$ cat config.mk
export PLATFORM = sky130hd
export DESIGN_NAME = distinct_window_marker_finder_core
export DESIGN_NICKNAME = d
export VERILOG_FILES = /design/src/rtl/dwmf_pkg.sv /design/src/rtl/dwmf_cell.sv /design/src/rtl/dwmf_out_buf.sv /design/src/rtl/distinct_window_marker_finder_core.sv
export SDC_FILE = /design/constraint.sdc
export NUM_CORES = 1
export LEC_CHECK = 0
export BUFFER_PORTS_ARGS = -buffer_cell sky130_fd_sc_hd__buf_2
export CORE_ASPECT_RATIO = 1.25
export CORE_MARGIN = 10
export CORE_UTILIZATION = 45
export DETAILED_ROUTE_END_ITERATION = 8
export GPL_TIMING_DRIVEN = 0
export PLACE_DENSITY_LB_ADDON = 0.3
export SETUP_SLACK_MARGIN = 0.4
export SLEW_MARGIN = 20
export SYNTH_ARGS = -nofsm -noshare
export SYNTH_HDL_FRONTEND = slang
export SYNTH_HIERARCHICAL = 1
export SYNTH_SLANG_ARGS = --single-unit
$ cat constraint.sdc
create_clock -name clock -period 6.75 [get_ports clock]
set_input_delay 0 -clock clock [delete_from_list [all_inputs] [get_ports clock]]
set_output_delay 0 -clock clock [all_outputs]
set_load 0.005 [all_outputs]
$ cat src/rtl/dwmf_pkg.sv
// ----------------------------------------------------------------------------
// dwmf_pkg
// Shared types and constants for the distinct window marker finder.
// ----------------------------------------------------------------------------
`default_nettype none

package dwmf_pkg;

   localparam int SYMBOL_BITS       = 8;
   localparam int WINDOW_BITS       = 5;
   localparam int MARKER_BITS       = 16;
   localparam int MAX_WINDOW_DEF    = 16;
   localparam int POSITION_BITS_DEF = 16;
   localparam int WINDOW_MIN        = 2;

   typedef logic [SYMBOL_BITS-1:0] symbol_type;
   typedef logic [WINDOW_BITS-1:0] window_type;
   typedef logic [MARKER_BITS-1:0] marker_type;

   localparam window_type WINDOW_RESET = window_type'(4);

endpackage

`default_nettype wire

$ cat src/rtl/dwmf_cell.sv
// ----------------------------------------------------------------------------
// dwmf_cell
// One history byte: shifts toward the older end and compares with the new byte.
// ----------------------------------------------------------------------------
`default_nettype none

module dwmf_cell
   import dwmf_pkg::*;
(
   input  wire        clock,
   input  wire        advance,
   input  wire        enable,
   input  symbol_type shift_in,
   input  symbol_type probe,
   output symbol_type shift_out,
   output logic       hit
);

   symbol_type byte_ff;

   always_ff @(posedge clock) begin
      if (advance) begin
         byte_ff <= shift_in;
      end
   end

   assign shift_out = byte_ff;
   assign hit       = enable && (byte_ff == probe);

endmodule

`default_nettype wire

$ cat src/rtl/dwmf_out_buf.sv
// ----------------------------------------------------------------------------
// dwmf_out_buf
// Output register with a skid entry between the core and the result channel.
// ----------------------------------------------------------------------------
`default_nettype none

module dwmf_out_buf
   import dwmf_pkg::*;
(
   input  wire        clock,
   input  wire        reset,
   input  wire        in_valid,
   input  marker_type in_data,
   output logic       out_valid,
   output marker_type out_data,
   input  wire        out_stall,
   output logic       full
);

   logic       out_valid_ff;
   logic       out_valid_in;
   logic       skid_valid_ff;
   logic       skid_valid_in;
   marker_type out_data_ff;
   marker_type skid_data_ff;
   logic       load_out;
   logic       load_skid;

   always_comb begin
      load_out      = !out_valid_ff || !out_stall;
      load_skid     = 1'b0;
      out_valid_in  = out_valid_ff;
      skid_valid_in = skid_valid_ff;
      if (load_out) begin
         out_valid_in  = skid_valid_ff || in_valid;
         skid_valid_in = 1'b0;
      end else if (in_valid) begin
         load_skid     = 1'b1;
         skid_valid_in = 1'b1;
      end
   end

   always_ff @(posedge clock) begin
      if (reset) begin
         out_valid_ff  <= 1'b0;
         skid_valid_ff <= 1'b0;
      end else begin
         out_valid_ff  <= out_valid_in;
         skid_valid_ff <= skid_valid_in;
      end
   end

   always_ff @(posedge clock) begin
      if (load_out) begin
         out_data_ff <= skid_valid_ff ? skid_data_ff : in_data;
      end
      if (load_skid) begin
         skid_data_ff <= in_data;
      end
   end

   assign out_valid = out_valid_ff;
   assign out_data  = out_data_ff;
   assign full      = skid_valid_ff;

endmodule

`default_nettype wire

$ cat src/rtl/distinct_window_marker_finder_core.sv
// ----------------------------------------------------------------------------
// distinct_window_marker_finder_core
// Finds the first position where the last window_length bytes are distinct.
// ----------------------------------------------------------------------------
//  channel  | direction | handshake            | payload
//  req_     | in        | req_valid/req_stall  | req_symbol, req_end_of_buffer
//  rsp_     | out       | rsp_valid/rsp_stall  | rsp_marker_position
//  csr_     | in        | csr_valid/csr_ready  | csr_window_length
//
//  One byte per cycle while req_stall is low; the new byte is compared against all history cells at
//  once, and the next run length is computed combinationally from the run length register.
//  A result is registered in the output buffer (output register, or skid entry while rsp_stall is high).
//  Synchronous reset clears counters, flags and the output buffer; the
//  window length returns to 4.
//  req_stall rises only while the output register and skid entry both hold items.
// ----------------------------------------------------------------------------
`default_nettype none

module distinct_window_marker_finder_core
   import dwmf_pkg::*;
#(
   parameter int MAX_WINDOW    = MAX_WINDOW_DEF,
   parameter int POSITION_BITS = POSITION_BITS_DEF
)
(
   input  wire        clock,
   input  wire        reset,
   input  wire        req_valid,
   output logic       req_stall,
   input  symbol_type req_symbol,
   input  wire        req_end_of_buffer,
   output logic       rsp_valid,
   input  wire        rsp_stall,
   output marker_type rsp_marker_position,
   input  wire        csr_valid,
   output logic       csr_ready,
   input  window_type csr_window_length
);

   localparam int RUN_BITS = $clog2(MAX_WINDOW + 1);
   localparam int CMP_BITS = (RUN_BITS > WINDOW_BITS) ? RUN_BITS : WINDOW_BITS;

   window_type                 window_ff;
   logic [POSITION_BITS-1:0]   count_ff;
   logic [POSITION_BITS-1:0]   count_in;
   logic [RUN_BITS-1:0]        run_ff;
   logic [RUN_BITS-1:0]        run_in;
   logic                       reported_ff;
   logic                       reported_in;

   logic                       accept;
   logic                       buf_full;
   logic [CMP_BITS-1:0]        win_ext;
   logic [RUN_BITS-1:0]        win_eff;
   logic [RUN_BITS:0]          run_cand;
   logic [RUN_BITS-1:0]        run_new;
   logic [POSITION_BITS-1:0]   count_next;
   logic                       fire;
   logic                       res_valid;
   marker_type                 res_data;
   marker_type                 pos_out;

   logic       [MAX_WINDOW-1:0] hit;
   logic       [MAX_WINDOW-1:0] enable;
   symbol_type                  chain [MAX_WINDOW+1];

   assign accept    = req_valid && !req_stall;
   assign req_stall = buf_full;
   assign csr_ready = 1'b1;

   always_ff @(posedge clock) begin
      if (reset) begin
         window_ff <= WINDOW_RESET;
      end else if (csr_valid && csr_ready) begin
         window_ff <= csr_window_length;
      end
   end

   always_comb begin
      win_ext = CMP_BITS'(window_ff);
      if (win_ext < CMP_BITS'(WINDOW_MIN)) begin
         win_ext = CMP_BITS'(WINDOW_MIN);
      end else if (win_ext > CMP_BITS'(MAX_WINDOW)) begin
         win_ext = CMP_BITS'(MAX_WINDOW);
      end
      win_eff = win_ext[RUN_BITS-1:0];
   end

   assign chain[0] = req_symbol;

   for (genvar i = 0; i < MAX_WINDOW; i++) begin : g_cell
      assign enable[i] = run_ff > RUN_BITS'(i);
      dwmf_cell u_cell (
         .clock     (clock),
         .advance   (accept),
         .enable    (enable[i]),
         .shift_in  (chain[i]),
         .probe     (req_symbol),
         .shift_out (chain[i+1]),
         .hit       (hit[i])
      );
   end

   always_comb begin
      run_cand = (RUN_BITS+1)'(run_ff) + (RUN_BITS+1)'(1);
      for (int i = MAX_WINDOW - 1; i >= 0; i--) begin
         if (hit[i]) begin
            run_cand = (RUN_BITS+1)'(i + 1);
         end
      end
      if (run_cand > (RUN_BITS+1)'(win_eff)) begin
         run_new = win_eff;
      end else begin
         run_new = run_cand[RUN_BITS-1:0];
      end
   end

   assign count_next = (count_ff == '1) ? count_ff : count_ff + POSITION_BITS'(1);

   if (POSITION_BITS >= MARKER_BITS) begin : g_pos_trunc
      assign pos_out = count_next[MARKER_BITS-1:0];
   end else begin : g_pos_ext
      assign pos_out = {{(MARKER_BITS-POSITION_BITS){1'b0}}, count_next};
   end

   assign fire      = !reported_ff && (run_new >= win_eff);
   assign res_valid = accept && (fire || (req_end_of_buffer && !reported_ff));
   assign res_data  = fire ? pos_out : '0;

   always_comb begin
      count_in    = count_ff;
      run_in      = run_ff;
      reported_in = reported_ff;
      if (accept) begin
         if (req_end_of_buffer) begin
            count_in    = '0;
            run_in      = '0;
            reported_in = 1'b0;
         end else begin
            count_in    = count_next;
            run_in      = run_new;
            reported_in = reported_ff || fire;
         end
      end
   end

   always_ff @(posedge clock) begin
      if (reset) begin
         count_ff    <= '0;
         run_ff      <= '0;
         reported_ff <= 1'b0;
      end else begin
         count_ff    <= count_in;
         run_ff      <= run_in;
         reported_ff <= reported_in;
      end
   end

   dwmf_out_buf u_out_buf (
      .clock     (clock),
      .reset     (reset),
      .in_valid  (res_valid),
      .in_data   (res_data),
      .out_valid (rsp_valid),
      .out_data  (rsp_marker_position),
      .out_stall (rsp_stall),
      .full      (buf_full)
   );

endmodule

`default_nettype wire
### Word-level counts from Yosys, hierarchy flattened

Cells that the tools add are included.

* output and inout port bits: 19
* word-level logic and storage cells: 119
* register bits: 189

* order comparisons: 20
* equality and inequality tests: 17
* add/subtract/negate cells: 2
* reduce and logical (&&, ||, !) cells: 29
* multiplexer cells: 27

Operators with widths (count)
* 8-bit == test: 16
* 6-bit 2-to-1 mux: 16
* 16-bit 2-to-1 mux: 4
* 5-bit by 4-bit greater-than comparator with 1-bit output, second input constant: 8
* 5-bit by 3-bit greater-than comparator with 1-bit output, second input constant: 4
* 1-bit logical AND: 20
* 5-bit 2-to-1 mux: 4
* 16-bit by 1-bit adder with 16-bit output, second input constant: 1
* 16-bit == test, second input constant: 1
* 5-bit by 1-bit greater-than comparator with 1-bit output, second input constant: 2
* 5-bit by 2-bit greater-than comparator with 1-bit output, second input constant: 2
* 5-bit by 1-bit adder with 6-bit output, second input constant: 1
* 6-bit by 5-bit greater-than comparator with 1-bit output: 1
* 5-bit greater-or-equal comparator: 1
* 5-bit greater-than comparator, second input constant: 1
* 5-bit by 2-bit less-than comparator with 1-bit output, second input constant: 1
* 1-bit zero test: 4
* 1-bit logical OR: 4
* 1-bit 2-to-1 mux: 3
* 2-bit OR reduction: 1

### Depth between registers and ports, before layout

* depth in word-level cells: 26
* depth in mapped cells: 28
* mapped depth without buffers: 27

### Hierarchy

Netlist, hierarchy kept.

By module, submodules not included
* dwmf_cell: area an instance 335.3 µm², seq. area each 240.2 µm², times used 16, cells each 20
* distinct_window_marker_finder_core: area an instance 2418.6 µm², seq. area each 540.5 µm², times used 1, cells each 325
* dwmf_out_buf: area an instance 1270.0 µm², seq. area each 1001.0 µm², times used 1, cells each 57

### Worst setup path before layout

No wires, ideal clock.

* path type: register to register
* start point: reg u_out_buf.skid_valid_ff (netlist: u_out_buf/full)
* end point: reg count_ff[8]
* required time: 6.622 ns
* path buffers: 2
* library setup time: 0.128 ns
* cell stages (with the launch flop): 8
* path slack: 1.413 ns
* arrival: 5.209 ns
* path through: dfxtp_1 -> nand2b_1 -> clkbuf_1 -> inv_2 -> clkbuf_1 -> o21ai_0 -> a22oi_1 -> nor2_1

* cells in the longest elaborated chain, start to end: 2

RTL lines
* start, declared: RTL line dwmf_out_buf.sv:22 `logic skid_valid_ff;`
* start signal, assigned: RTL line dwmf_out_buf.sv:49 `skid_valid_ff <= skid_valid_in;`
* 1-bit zero test: RTL line distinct_window_marker_finder_core.sv:67 `assign accept = req_valid && !req_stall;`
* 1-bit logical AND: RTL line distinct_window_marker_finder_core.sv:67
* net accept: RTL line distinct_window_marker_finder_core.sv:51 `logic accept;`
* end signal, assigned: RTL line distinct_window_marker_finder_core.sv:153 `count_ff <= count_in;`
* end, declared: RTL line distinct_window_marker_finder_core.sv:44 `logic [POSITION_BITS-1:0] count_ff;`

The timed path passes the listed nets, and every way through them passes these cells.
A chain may end at the register's enable or synchronous reset.

### Worst setup path in the final report

* start point: reg run_ff[0]
* end point: reg u_out_buf.skid_data_ff[13], enable pin

* cells in the longest elaborated chain, start to end: 26

RTL lines
* start, declared: RTL line distinct_window_marker_finder_core.sv:46 `logic [RUN_BITS-1:0] run_ff;`
* start signal, assigned: RTL line distinct_window_marker_finder_core.sv:154 `run_ff <= run_in;`
* 5-bit by 4-bit greater-than comparator with 1-bit output *: RTL line distinct_window_marker_finder_core.sv:92 `assign enable[i] = run_ff > RUN_BITS'(i);`
* net enable[15]: RTL line distinct_window_marker_finder_core.sv:64 `logic [MAX_WINDOW-1:0] enable;`
* 1-bit logical AND *: RTL line dwmf_cell.sv:28 `assign hit = enable && (byte_ff == probe);`
* net hit[15]: RTL line distinct_window_marker_finder_core.sv:63 `logic [MAX_WINDOW-1:0] hit;`
* 6-bit 2-to-1 mux * (16 in series): RTL line distinct_window_marker_finder_core.sv:107 `if (hit[i]) begin`
* 6-bit by 5-bit greater-than comparator with 1-bit output: RTL line distinct_window_marker_finder_core.sv:111 `if (run_cand > (RUN_BITS+1)'(win_eff)) begin`
* 5-bit 2-to-1 mux *: RTL line distinct_window_marker_finder_core.sv:111
* 5-bit greater-or-equal comparator *: RTL line distinct_window_marker_finder_core.sv:126 `assign fire = !reported_ff && (run_new >= win_eff);`
* 1-bit logical AND *: RTL line distinct_window_marker_finder_core.sv:126
* 1-bit logical OR *: RTL line distinct_window_marker_finder_core.sv:127 `assign res_valid = accept && (fire || (req_end_of_buffer && !reported_ff));`
* 1-bit logical AND *: RTL line distinct_window_marker_finder_core.sv:127
* net res_valid: RTL line distinct_window_marker_finder_core.sv:59 `logic res_valid;`
* 1-bit 2-to-1 mux *: RTL line dwmf_out_buf.sv:37 `end else if (in_valid) begin`
* 1-bit 2-to-1 mux *: RTL line dwmf_out_buf.sv:34 `if (load_out) begin`
* net u_out_buf.load_skid: RTL line dwmf_out_buf.sv:27 `logic load_skid;`
* end signal, assigned: RTL line dwmf_out_buf.sv:58 `skid_data_ff <= in_data;`
* end, declared: RTL line dwmf_out_buf.sv:25 `marker_type skid_data_ff;`

Mark *: on every way through the listed nets, which the timed path passes. The rest lies on a longest branch.

==> run_results.csv <==
group,metric,value,unit
run_status,status,"finished, final reports clean",
logic_synthesis,avgSynthCellArea,12.9,µm²
floorplanning,io_pins,38,
clocking,root_buffer,"clkbuf_16",
global_routing,grt_pass1_vias,5734,
power,totalPowerFinal,0.00266,W
timing,rsz0062_at_grt,"false",
clocking,numClockSinks,189,
logic_synthesis,yosysTopAreaCell,"edfxtp_1",
worst_setup_path,cp.arrival,5910,ps
global_routing,grt_usage,13.8,%
cells_and_area,nNetsFinal,805,
timing,finalHoldViolCount,0,
flow_run,max_cap_viol_count,0,
logic_synthesis,synth_top_area_share,53.1,%
clocking,clock_path_buffers,2,
clocking,cts_htree_levels,4,
power,power.density,257,nW/µm²
worst_setup_path,r2r_end,"u_out_buf/skid_data_ff[13]",
timing,fmax,171,MHz
global_routing,grt_pass1_wl,29400,µm
min_path,hold_path.class,"input port to flop",
place,placedCellCount,1004,
logic_synthesis,synthesis.instances,702,
detailed_routing,drc,0,
clocking,cts_tree,"yes",
cells_and_area,layout_common_cells,"160 x edfxtp_1, 135 x xnor2_1, 46 x nor2_1",
cells_and_area,fin_util,52.8,%
place,io_buffer_count,35,
power,peakVddDrop,0.175,mV
detailed_routing,wl,17300,µm
timing,min_period,5850,ps
worst_setup_path,worst-r2r-cell-count,23,
logic_synthesis,netlist_area,9050,µm²
global_routing,grt_antenna_before_repair,0,
floorplanning,die_w,147,µm
place,hpwl,12800,µm
logic_synthesis,synth_edf_count,160,
clocking,path_clk_slew,80,ps
timing,min_period_over_period,86.6,%
detailed_routing,drtIter0Drc,286,
worst_setup_path,crit_fanout,16,
worst_setup_path,endpoint_kind,"flop",
logic_synthesis,ys_seq_area_share,59.5,%
logic_synthesis,ys_top_cells_by_area,"edfxtp_1 53%, xnor2_1 13%, dfxtp_1 6.4%",
power,p_leak,3.59,nW
logic_synthesis,async_flop_share,0,%
logic_synthesis,ys_seq_elements,189,
worst_setup_path,crit_end,"u_out_buf/skid_data_ff[13]",
place,place.gp.congestion,0.889,
cells_and_area,antennaDiodeCount,0,
detailed_routing,vias_per_cell,5.22,
cells_and_area,layout-drive-gt1-share,16.6,%
floorplanning,core_area,19600,µm²
timing,finalSetupViolCount,0,
worst_setup_path,crit_path_start,"run_ff[0]",
timing,finalMaxSlewViolations,0,
logic_synthesis,synth_cell_types,58,
cells_and_area,finalNonFillerCells,1048,
detailed_routing,drtAntennaViolNets,0,
floorplanning,die-area,26200,µm²
worst_setup_path,r2r_slack,900,ps
min_path,hp-start,"req_symbol[4]",
timing,tightestPinTransition,786,ps
cells_and_area,final_common_cell,"edfxtp_1",
cells_and_area,fin_area,10400,µm²
place,placedInstanceArea,9610,µm²
global_routing,grt_max_degree,56,
logic_synthesis,yosys_warnings,6,
logic_synthesis,syn_nets,737,
timing,fin_worst_skew,13.8,ps
detailed_routing,drt_first_pass_iters,4,
worst_setup_path,critPathRequiredTime,6810,ps
detailed_routing,routedWlPerCell,16.5,µm
floorplanning,fp-row-count,57,
cells_and_area,area_growth,14.4,%
worst_setup_path,crit_path_start_kind,"flop",
timing,slew_headroom,47.6,%
clocking,clk_latency,440,ps
worst_setup_path,r2r_start,"run_ff[0]",
worst_setup_path,path_class,"flop to flop",
clocking,numCtsBuffers,17,
floorplanning,initial_core_util,46.2,%
logic_synthesis,synth-main-ff-cell,"edfxtp_1",
global_routing,overflow,0,
floorplanning,die_y,179,µm
detailed_routing,num_vias,5473,
registers in the layout (all words and copies together) (netlist names):
name,cells
g_cell.u_cell/shift_out,128
count_ff,16
u_out_buf/out_data,16
u_out_buf/skid_data_ff,16
run_ff,5
window_ff,5
reported_ff,1
u_out_buf/full,1
u_out_buf/out_valid,1
worst max-delay path: stages (launching register included):
cell and delay (ps):
dfxtp_1 340, ha_1 280, and3_1 210, ha_1 170
a21oi_1 120, nand2_1 100, nor3_4 310, nor2b_1 90
o31a_2 290, nor4_1 310, o22ai_1 210, ha_1 350
nand2b_1 80, a21oi_1 60, nor3_1 180, o32a_4 260
mux2_4 320, ha_1 290, a21o_1 120, a21oi_1 80
o21bai_1 160, a211oi_1 100, nor3_1 300, and3_1 740
where the power goes:
group | internal, W | leakage [nW] | total [W] | switching, W
registers | 0.00134 | 1.84 | 0.00138 | 0.0000371
logic | 0.000126 | 1.46 | 0.000276 | 0.000150
clock network | 0.000506 | 0.289 | 0.00101 | 0.000501
synth_stat cells, types with 3 or more instances:
cell type / instances
a21oi_1: 31
a22o_1: 4
a31oi_1: 3
and3_1: 7
buf_6: 3
clkbuf_1: 9
clkbuf_8: 3
dfxtp_1: 29
edfxtp_1: 160
ha_1: 16
inv_1: 14
mux2_2: 7
mux2_4: 13
mux2i_1: 7
nand2_1: 42
nand2b_1: 3
nand3_1: 30
nand4_1: 21
nor2_1: 46
nor2b_1: 4
nor3_1: 19
nor3_2: 16
nor4_1: 6
o21ai_0: 23
o21ai_1: 3
or3_1: 5
xnor2_1: 135
xor2_1: 4
stage by stage:
step	setup slack (ps)	setup TNS, ps	hold slack (ps)
after floorplan	1410	0	69.1
after global placement	-193	-250	214
after detailed placement	217	0	214
after CTS	524	0	3.95
after global routing	400	0	53.2
final	902	0	39.8
final cells by class:
class                   count  area, µm²
repair buffers             49        338
flip-flops and latches    189       5390
clock buffers              17        425
well taps                 265        332
plain buffers              18        174
fillers                  1712       9260
clock inverters            15        184
inverters                  16       60.1
multi-input cells         479       3460
layer usage:
layer | vias up | wire length (µm) | track usage [%]
met3 | 21 | 615 | 3.09
li1 | 2697 | - | -
met2 | 95 | 9480 | 25.7
met4 | 0 | 350 | 5.18
met1 | 2660 | 6890 | 15.1
met5 | - | 0 | 0
worst min path at each step:
stage,end,depth (start not counted)
floorplan,u_out_buf/out_valid,1
global route,g_cell[0].u_cell/shift_out[0],1
CTS,window_ff[1],3
finish,g_cell[0].u_cell/shift_out[4],1
global placement,window_ff[2],2
detailed placement,window_ff[2],2
kinds of logic after synthesis:
logic type / after synthesis / synth area share, %
XOR/XNOR: 139 / 13.4
AO/OA/AOI/OAI: 85 / 5.79
buffers and inverters: 34 / 2.53
adder cells (fa/ha/maj): 16 / 2.21
AND/OR/NAND/NOR: 211 / 12.7
other: 1 / 0.0414
flip-flops: 189 / 59.5
multiplexers: 27 / 3.80
repair_timing:
action | 4_1_cts | 5_1_grt
gates resized for setup | 1 | 4
buffers inserted | 0 | 2
endpoints found under the hold margin | 17 | 0
hold buffers | 10 | 0
setup endpoints to repair | 10 | 40
pin swaps | 0 | 1
Note: power is estimated with default switching activity, not from simulation.
